===== src/rtl/pra_pkg.sv =====
// ----------------------------------------------------------------------------
// pra_pkg
// Shared types, constants and AES-128 helpers of the private address resolver.
// ----------------------------------------------------------------------------
`default_nettype none
package pra_pkg;

   localparam int LIST_ENTRIES = 16;
   localparam int IDX_W        = (LIST_ENTRIES > 1) ? $clog2(LIST_ENTRIES) : 1;
   localparam int ROUNDS       = 10;

   localparam logic       KIND_LOAD      = 1'b0;
   localparam logic       KIND_RESOLVE   = 1'b1;
   localparam logic [1:0] TYPE_PUBLIC_ID = 2'd2;

   typedef struct packed {
      logic        kind;
      logic [3:0]  entry_index;
      logic [63:0] key_high;
      logic [63:0] key_low;
      logic        key_present;
      logic [47:0] identity_address;
      logic [47:0] address;
      logic [1:0]  address_type;
   } req_type;

   typedef struct packed {
      logic        resolved;
      logic [47:0] out_address;
      logic [1:0]  out_address_type;
      logic [47:0] private_address;
      logic [3:0]  matched_index;
   } rsp_type;

   typedef struct packed {
      logic [127:0] key;
      logic [47:0]  identity;
   } entry_type;

   localparam logic [0:255][7:0] SBOX = {
      8'h63,8'h7c,8'h77,8'h7b,8'hf2,8'h6b,8'h6f,8'hc5,8'h30,8'h01,8'h67,8'h2b,8'hfe,8'hd7,8'hab,8'h76,
      8'hca,8'h82,8'hc9,8'h7d,8'hfa,8'h59,8'h47,8'hf0,8'had,8'hd4,8'ha2,8'haf,8'h9c,8'ha4,8'h72,8'hc0,
      8'hb7,8'hfd,8'h93,8'h26,8'h36,8'h3f,8'hf7,8'hcc,8'h34,8'ha5,8'he5,8'hf1,8'h71,8'hd8,8'h31,8'h15,
      8'h04,8'hc7,8'h23,8'hc3,8'h18,8'h96,8'h05,8'h9a,8'h07,8'h12,8'h80,8'he2,8'heb,8'h27,8'hb2,8'h75,
      8'h09,8'h83,8'h2c,8'h1a,8'h1b,8'h6e,8'h5a,8'ha0,8'h52,8'h3b,8'hd6,8'hb3,8'h29,8'he3,8'h2f,8'h84,
      8'h53,8'hd1,8'h00,8'hed,8'h20,8'hfc,8'hb1,8'h5b,8'h6a,8'hcb,8'hbe,8'h39,8'h4a,8'h4c,8'h58,8'hcf,
      8'hd0,8'hef,8'haa,8'hfb,8'h43,8'h4d,8'h33,8'h85,8'h45,8'hf9,8'h02,8'h7f,8'h50,8'h3c,8'h9f,8'ha8,
      8'h51,8'ha3,8'h40,8'h8f,8'h92,8'h9d,8'h38,8'hf5,8'hbc,8'hb6,8'hda,8'h21,8'h10,8'hff,8'hf3,8'hd2,
      8'hcd,8'h0c,8'h13,8'hec,8'h5f,8'h97,8'h44,8'h17,8'hc4,8'ha7,8'h7e,8'h3d,8'h64,8'h5d,8'h19,8'h73,
      8'h60,8'h81,8'h4f,8'hdc,8'h22,8'h2a,8'h90,8'h88,8'h46,8'hee,8'hb8,8'h14,8'hde,8'h5e,8'h0b,8'hdb,
      8'he0,8'h32,8'h3a,8'h0a,8'h49,8'h06,8'h24,8'h5c,8'hc2,8'hd3,8'hac,8'h62,8'h91,8'h95,8'he4,8'h79,
      8'he7,8'hc8,8'h37,8'h6d,8'h8d,8'hd5,8'h4e,8'ha9,8'h6c,8'h56,8'hf4,8'hea,8'h65,8'h7a,8'hae,8'h08,
      8'hba,8'h78,8'h25,8'h2e,8'h1c,8'ha6,8'hb4,8'hc6,8'he8,8'hdd,8'h74,8'h1f,8'h4b,8'hbd,8'h8b,8'h8a,
      8'h70,8'h3e,8'hb5,8'h66,8'h48,8'h03,8'hf6,8'h0e,8'h61,8'h35,8'h57,8'hb9,8'h86,8'hc1,8'h1d,8'h9e,
      8'he1,8'hf8,8'h98,8'h11,8'h69,8'hd9,8'h8e,8'h94,8'h9b,8'h1e,8'h87,8'he9,8'hce,8'h55,8'h28,8'hdf,
      8'h8c,8'ha1,8'h89,8'h0d,8'hbf,8'he6,8'h42,8'h68,8'h41,8'h99,8'h2d,8'h0f,8'hb0,8'h54,8'hbb,8'h16
   };

   localparam logic [0:9][7:0] RCON = {
      8'h01,8'h02,8'h04,8'h08,8'h10,8'h20,8'h40,8'h80,8'h1b,8'h36
   };

   function automatic logic [7:0] xt(input logic [7:0] v);
      return {v[6:0], 1'b0} ^ (v[7] ? 8'h1b : 8'h00);
   endfunction

   // byte 0 is the most significant byte of the vector
   function automatic logic [127:0] aes_round(input logic [127:0] s, input logic last);
      logic [0:15][7:0] a;
      logic [0:15][7:0] t;
      logic [0:15][7:0] m;
      logic [7:0]       all;
      a = s;
      for (int c = 0; c < 4; c++) begin
         for (int i = 0; i < 4; i++) begin
            t[i + 4*c] = SBOX[a[i + 4*((c + i) % 4)]];
         end
      end
      for (int c = 0; c < 4; c++) begin
         all          = t[4*c] ^ t[4*c+1] ^ t[4*c+2] ^ t[4*c+3];
         m[4*c]       = t[4*c]   ^ all ^ xt(t[4*c]   ^ t[4*c+1]);
         m[4*c+1]     = t[4*c+1] ^ all ^ xt(t[4*c+1] ^ t[4*c+2]);
         m[4*c+2]     = t[4*c+2] ^ all ^ xt(t[4*c+2] ^ t[4*c+3]);
         m[4*c+3]     = t[4*c+3] ^ all ^ xt(t[4*c+3] ^ t[4*c]);
      end
      return last ? 128'(t) : 128'(m);
   endfunction

   function automatic logic [127:0] key_step(input logic [127:0] k, input logic [7:0] rc);
      logic [31:0] w0, w1, w2, w3, tmp, n0, n1, n2, n3;
      w0  = k[127:96];
      w1  = k[95:64];
      w2  = k[63:32];
      w3  = k[31:0];
      tmp = {SBOX[w3[23:16]] ^ rc, SBOX[w3[15:8]], SBOX[w3[7:0]], SBOX[w3[31:24]]};
      n0  = w0 ^ tmp;
      n1  = w1 ^ n0;
      n2  = w2 ^ n1;
      n3  = w3 ^ n2;
      return {n0, n1, n2, n3};
   endfunction

endpackage
`default_nettype wire


===== src/rtl/pra_list.sv =====
// ----------------------------------------------------------------------------
// pra_list
// Resolving list store: key and identity memory, valid bits in flip-flops.
// ----------------------------------------------------------------------------
`default_nettype none
module pra_list
   import pra_pkg::*;
(
   input  wire logic             clock,
   input  wire logic             reset,
   input  wire logic             wr_en,
   input  wire logic [IDX_W-1:0] wr_index,
   input  wire entry_type        wr_data,
   input  wire logic             wr_valid,
   input  wire logic             rd_en,
   input  wire logic [IDX_W-1:0] rd_index,
   output entry_type             rd_data,
   input  wire logic [IDX_W-1:0] chk_index,
   output logic                  chk_valid
);

   entry_type               mem [LIST_ENTRIES];
   entry_type               rd_data_ff;
   logic [LIST_ENTRIES-1:0] valid_ff;

   always_ff @(posedge clock) begin
      if (wr_en) begin
         mem[wr_index] <= wr_data;
      end
      if (rd_en) begin
         rd_data_ff <= mem[rd_index];
      end
   end

   always_ff @(posedge clock) begin
      if (reset) begin
         valid_ff <= '0;
      end else if (wr_en) begin
         valid_ff[wr_index] <= wr_valid;
      end
   end

   assign rd_data   = rd_data_ff;
   assign chk_valid = valid_ff[chk_index];

endmodule
`default_nettype wire


===== config.mk =====
export PLATFORM = sky130hd
export DESIGN_NAME = pra_list
export DESIGN_NICKNAME = d
export VERILOG_FILES = /design/src/rtl/pra_pkg.sv /design/src/rtl/pra_list.sv
export SDC_FILE = /design/constraint.sdc
export NUM_CORES = 2
export LEC_CHECK = 0
export BUFFER_PORTS_ARGS = -buffer_cell sky130_fd_sc_hd__buf_2
export CAP_MARGIN = 20
export CORE_ASPECT_RATIO = 1.75
export CORE_MARGIN = 1.5
export CORE_UTILIZATION = 60
export DETAILED_ROUTE_END_ITERATION = 7
export GPL_ROUTABILITY_DRIVEN = 0
export PLACE_DENSITY_LB_ADDON = 0.3
export SLEW_MARGIN = 20
export SYNTH_ARGS = -nofsm -noshare
export SYNTH_HDL_FRONTEND = slang
export SYNTH_SLANG_ARGS = --single-unit

===== constraint.sdc =====
create_clock -name clock -period 28.1 [get_ports clock]
set_input_delay 4.215 -clock clock [delete_from_list [all_inputs] [get_ports clock]]
set_output_delay 4.215 -clock clock [all_outputs]
set_load 0.1 [all_outputs]

Word-level counts from Yosys, hierarchy flattened
Memories as Yosys holds them, arrays and structs flattened. A register that Yosys moved wholly into a read port is not among the register bits. Cells that the tools add are included.

Register bits after elaboration: 16. Bits in latches: 0. Bits in writable memories: 2816. ROM bits: 0. Output and inout bits: 177. Memories kept: 1.

Memories: mem (words 16, width 176, read ports 1, clocked after memory_dff 1, wr ports 1, line pra_list.sv:22) `entry_type mem [LIST_ENTRIES];`.

Add/sub/neg operators: 0. Multipliers: 0. Divide/modulo/power cells: 0. Order comparisons: 3. Equality and inequality tests: 0. Shifts and indexed selects: 0. Mux-type cells: 7. Bitwise logic cells: 0. Reduce and logical (&&, ||, !) cells: 1.

Operator list (number): 16-bit bitwise mux (1); 4-bit by 5-bit less-than comparator with 1-bit output (second input constant) (2); 1-bit binary-select mux with 4-bit select (1); 1-bit demux with 4-bit select (1); 4-bit by 1-bit greater-or-equal comparator with 1-bit output (second input constant) (1); 1-bit two-way mux (4); 1-bit logical AND (1).

Depth between registers and ports, before layout
Word-level depth: 5. Mapped depth: 8. Gate-level depth less buffers: 4.

Worst setup path before layout
OpenSTA, ideal clock, no wires.

Kind: input port to flip-flop. Start point: input wr_index[1]. End point: register valid_ff[0]. Library setup time: 130 ps. Arrival: 17670 ps. Required time: 27970 ps. Path slack: 10301 ps. Cell stages on the path: 5. Path buffers: 1. Cells stage by stage: or3b_2 > clkbuf_1 > nor3_1 > mux2i_1 > nor2_1.

Cells in the longest elaborated chain, start to end: 5. Elaborated cells between the ends (all ways): 6. Those cells by class: order compare (2); mux (3); reduce/logical (1).

RTL lines: start: declaration (line pra_list.sv:12) `input wire logic [IDX_W-1:0] wr_index,`; 4-bit by 5-bit less-than comparator with 1-bit output (not written as such) or 4-bit by 1-bit greater-or-equal comparator with 1-bit output (tied branches) (line pra_list.sv:39) `valid_ff[wr_index] <= wr_valid;`; 1-bit logical AND (not written as such) (line pra_list.sv:39); 1-bit two-way mux (not written as such) (line pra_list.sv:39); 1-bit demux with 4-bit select * (line pra_list.sv:39); 16-bit bitwise mux * (line pra_list.sv:39); end signal: indexed assignment (line pra_list.sv:39); end: declaration (line pra_list.sv:24) `logic [LIST_ENTRIES-1:0] valid_ff;`.

Every way passes the cells marked *; elsewhere a longest branch is shown, timed or not. A chain may end at the register's enable or synchronous reset.

Final worst setup path
Start point: input chk_index[0]. End point: output chk_valid.

Cells in the longest elaborated chain, start to end: 2.

RTL lines: start: declaration (line pra_list.sv:18) `input wire logic [IDX_W-1:0] chk_index,`; 1-bit binary-select mux with 4-bit select (line pra_list.sv:44) `assign chk_valid = valid_ff[chk_index];`; 1-bit two-way mux (not written as such) (line pra_list.sv:44); end: declaration (line pra_list.sv:19) `output logic chk_valid`.

No other way between the ends. The select of a mux whose other input is x is not followed.

==> impl_metrics.py <==
metrics = {
    "clock_tree": {
        "clk_latency_ns": 0.89,
        "cts_buffers": 249,
        "cts_tree": "built",
        "cts_root_buf": "clkbuf_16",
        "clock-sinks": 3008,
        "cts_hold_buffers": 0,
        "cts_resized": 0,
        "cts_buffer_depth": 4,
        "path_clk_slew_ns": 0.07,
        "post-cts-setup-buffers": 0,
        "htreeDepth": 4,
    },
    "synthesis": {
        "synth_top_cell_by_area": "edfxtp_1",
        "synth_fp_nets": 4966,
        "ys_types": 24,
        "synth_area_leaders": "edfxtp_1 81%, mux4_2 13%, a22oi_1 2.0%",
        "synth.top_cell.area_share_pct": 80.5,
        "synthCells": 4773,
        "syn_area_mm2": 0.112,
        "synth_compound_area_share_pct": 2.87,
        "muxShareOfSynthArea_pct": 14.3,
        "synth_xor_area_share_pct": 0,
        "avgSynthCellArea_um2": 23.4,
        "ys_seq_area_share_pct": 80.8,
        "synth_fa_ha_area_share_pct": 0,
        "synth_top_family_by_area": "multiplexers",
        "yosys_warnings": 0,
        "ys_ff_latch": 3008,
        "yosys.area_share.simple_pct": 0.938,
    },
    "layout": {
        "most-common-layout-cells": "2992 x edfxtp_1, 628 x mux4_2, 364 x buf_2, 297 x a22oi_1, 252 x clkbuf_16",
        "fill_cells": 11247,
        "final_common_cell": "edfxtp_1",
        "drive_gt1_share_pct": 26.9,
        "syn2layout_area_growth_pct": 11.4,
        "nNetsFinal": 5433,
    },
    "worst_hold_path": {
        "hold_path.class": "reg2reg",
        "hold_depth": 2,
    },
    "timing": {
        "relSlewSlack_pct": 22.9,
        "fin_worst_skew_ns": 0.0485,
        "fin_tns_setup_ns": 0,
        "setup_viol": 0,
        "layout_min_cycle_time_ns": 9.81,
        "fmax_mhz": 102,
        "period_share_pct": 34.9,
        "final_max_slew_viol_count": 0,
        "final-hold-violation-count": 0,
        "rsz0062_at_grt": "no",
        "fin_hold_ws_ns": 0.489,
        "tightest_slew_ns": 1.16,
    },
    "setup_path": {
        "endpoint_kind": "primary output",
        "cp.required_ns": 23.89,
        "reg2reg_depth": 4,
        "cp-start-kind": "primary input",
        "path_class": "in2out",
        "r2r_slack_ns": 26.32,
        "critical_path_arrival_ns": 5.59,
        "crit_fanout": 4,
    },
    "global_route": {
        "grt_use_total_pct": 27.2,
        "grt_first_pass_wirelength_mm": 367,
        "grt_pass1_vias": 53769,
        "antenna_found_initial": 68,
        "grt_overflow": 0,
        "grt_max_degree": 129,
    },
    "run_status": {
        "outcome": "completed",
    },
    "die": {
        "placementRows": 209,
        "die-area_mm2": 0.189,
        "core_area_mm2": 0.185,
        "io_pins": 370,
        "die_y_um": 574,
        "floorplan.initialDensity_pct": 60.4,
        "die_w_um": 329,
    },
    "routing": {
        "via_count": 52224,
        "wl_mm": 255,
        "post_drt_wl_per_cell_um": 32.3,
        "drc_errors": 0,
        "first_iter_violations": 5958,
        "vias_per_cell": 6.62,
        "firstDrtPassIters": 5,
        "final_antenna_net_count": 0,
    },
    "pwr": {
        "ir_drop_uv": 66.2,
        "p_leak_nw": 39.8,
        "p_per_area_mw_per_mm2": 72.6,
    },
    "placement": {
        "numPortBuffers": 369,
        "dp_hpwl_mm": 124,
    },
    "flow_run": {
        "cap_violations": 0,
    },
}
## critical path: stages
cell,delay [ns]
buf_2,0.16
mux4_2,0.51
nor2b_1,0.15
a211oi_1,0.20
a21oi_1,0.06
buf_2,0.29
## cell families (layout without fill, tap and decap cells)
kind of cell	Yosys count	count (layout)
AO/OA/AOI/OAI	463	463
buffers and inverters	256	922
flip-flops	3008	3008
multiplexers	805	805
other	0	28
AND/OR/NAND/NOR	241	241
## area by class of cell
type | count | area [µm²] | share of cell area [%]
antenna | 28 | 70.1 | 0.0564
clock inverter | 144 | 1320 | 1.06
tap | 2426 | 3040 | 2.44
multi-input combinational | 1509 | 20300 | 16.4
timing repair buffer | 471 | 2890 | 2.32
sequential | 3008 | 90200 | 72.5
clock buffer | 306 | 6510 | 5.23
inverter | 1 | 3.75 | 0.00302
## synth_stat cells
cell type	n
clkbuf_1	98
buf_4	36
buf_6	5
nand2_1	152
edfxtp_1	2992
buf_1	18
inv_1	1
buf_2	98
mux2i_1	177
dfxtp_1	16
a22oi_1	297
o22ai_1	38
nand3b_1	2
a211oi_1	39
nand2b_1	3
or3b_2	1
o21ai_0	12
and2_1	3
a21oi_1	77
mux4_2	628
nor2b_1	33
nor3_1	4
nor2_1	21
nand3_1	22
## power by group
part / leakage [nW] / internal (W) / total [W] / switching (W)
clock network: 3.80 / 0.00184 / 0.00336 / 0.00152
registers: 27.3 / 0.00505 / 0.00508 / 0.0000329
logic: 8.66 / 0.000167 / 0.000585 / 0.000418
## metal layers
metal / GRT usage (%) / vias to the layer above / share of wire [%]
li1: - / 21272 / -
met1: 38.3 / 27900 / 38
met2: 44.0 / 2499 / 50
met3: 5.49 / 483 / 9.2
met4: 7.37 / 70 / 2.5
met5: 0 / - / 0.17
## per-stage QoR
step,instances,utilization [%],total power (W),cell area (µm²),setup slack [ns]
3_5_place_dp,7413,63.0,0.00577,116000,18.31
6_report,7893,67.3,0.00903,124000,18.29
2_1_floorplan,4773,-,0.00558,112000,10.30
4_1_cts,7863,67.2,0.00908,124000,18.29
3_3_place_gp,7412,62.9,0.00575,116000,18.22
5_1_grt,7873,67.2,0.00927,124000,18.23
## final timing paths
kind / start / to
min reg2reg: valid_ff[12] / valid_ff[12]
min: valid_ff[12] / valid_ff[12]
max: chk_index[0] / chk_valid
max reg2reg: mem[0][44] / rd_data[44]
## flip-flops by register name (all words and copies together), names as in the netlist
name and cells:
rd_data 176, mem 2816, valid_ff 16
(Power assumes the default switching activity.)
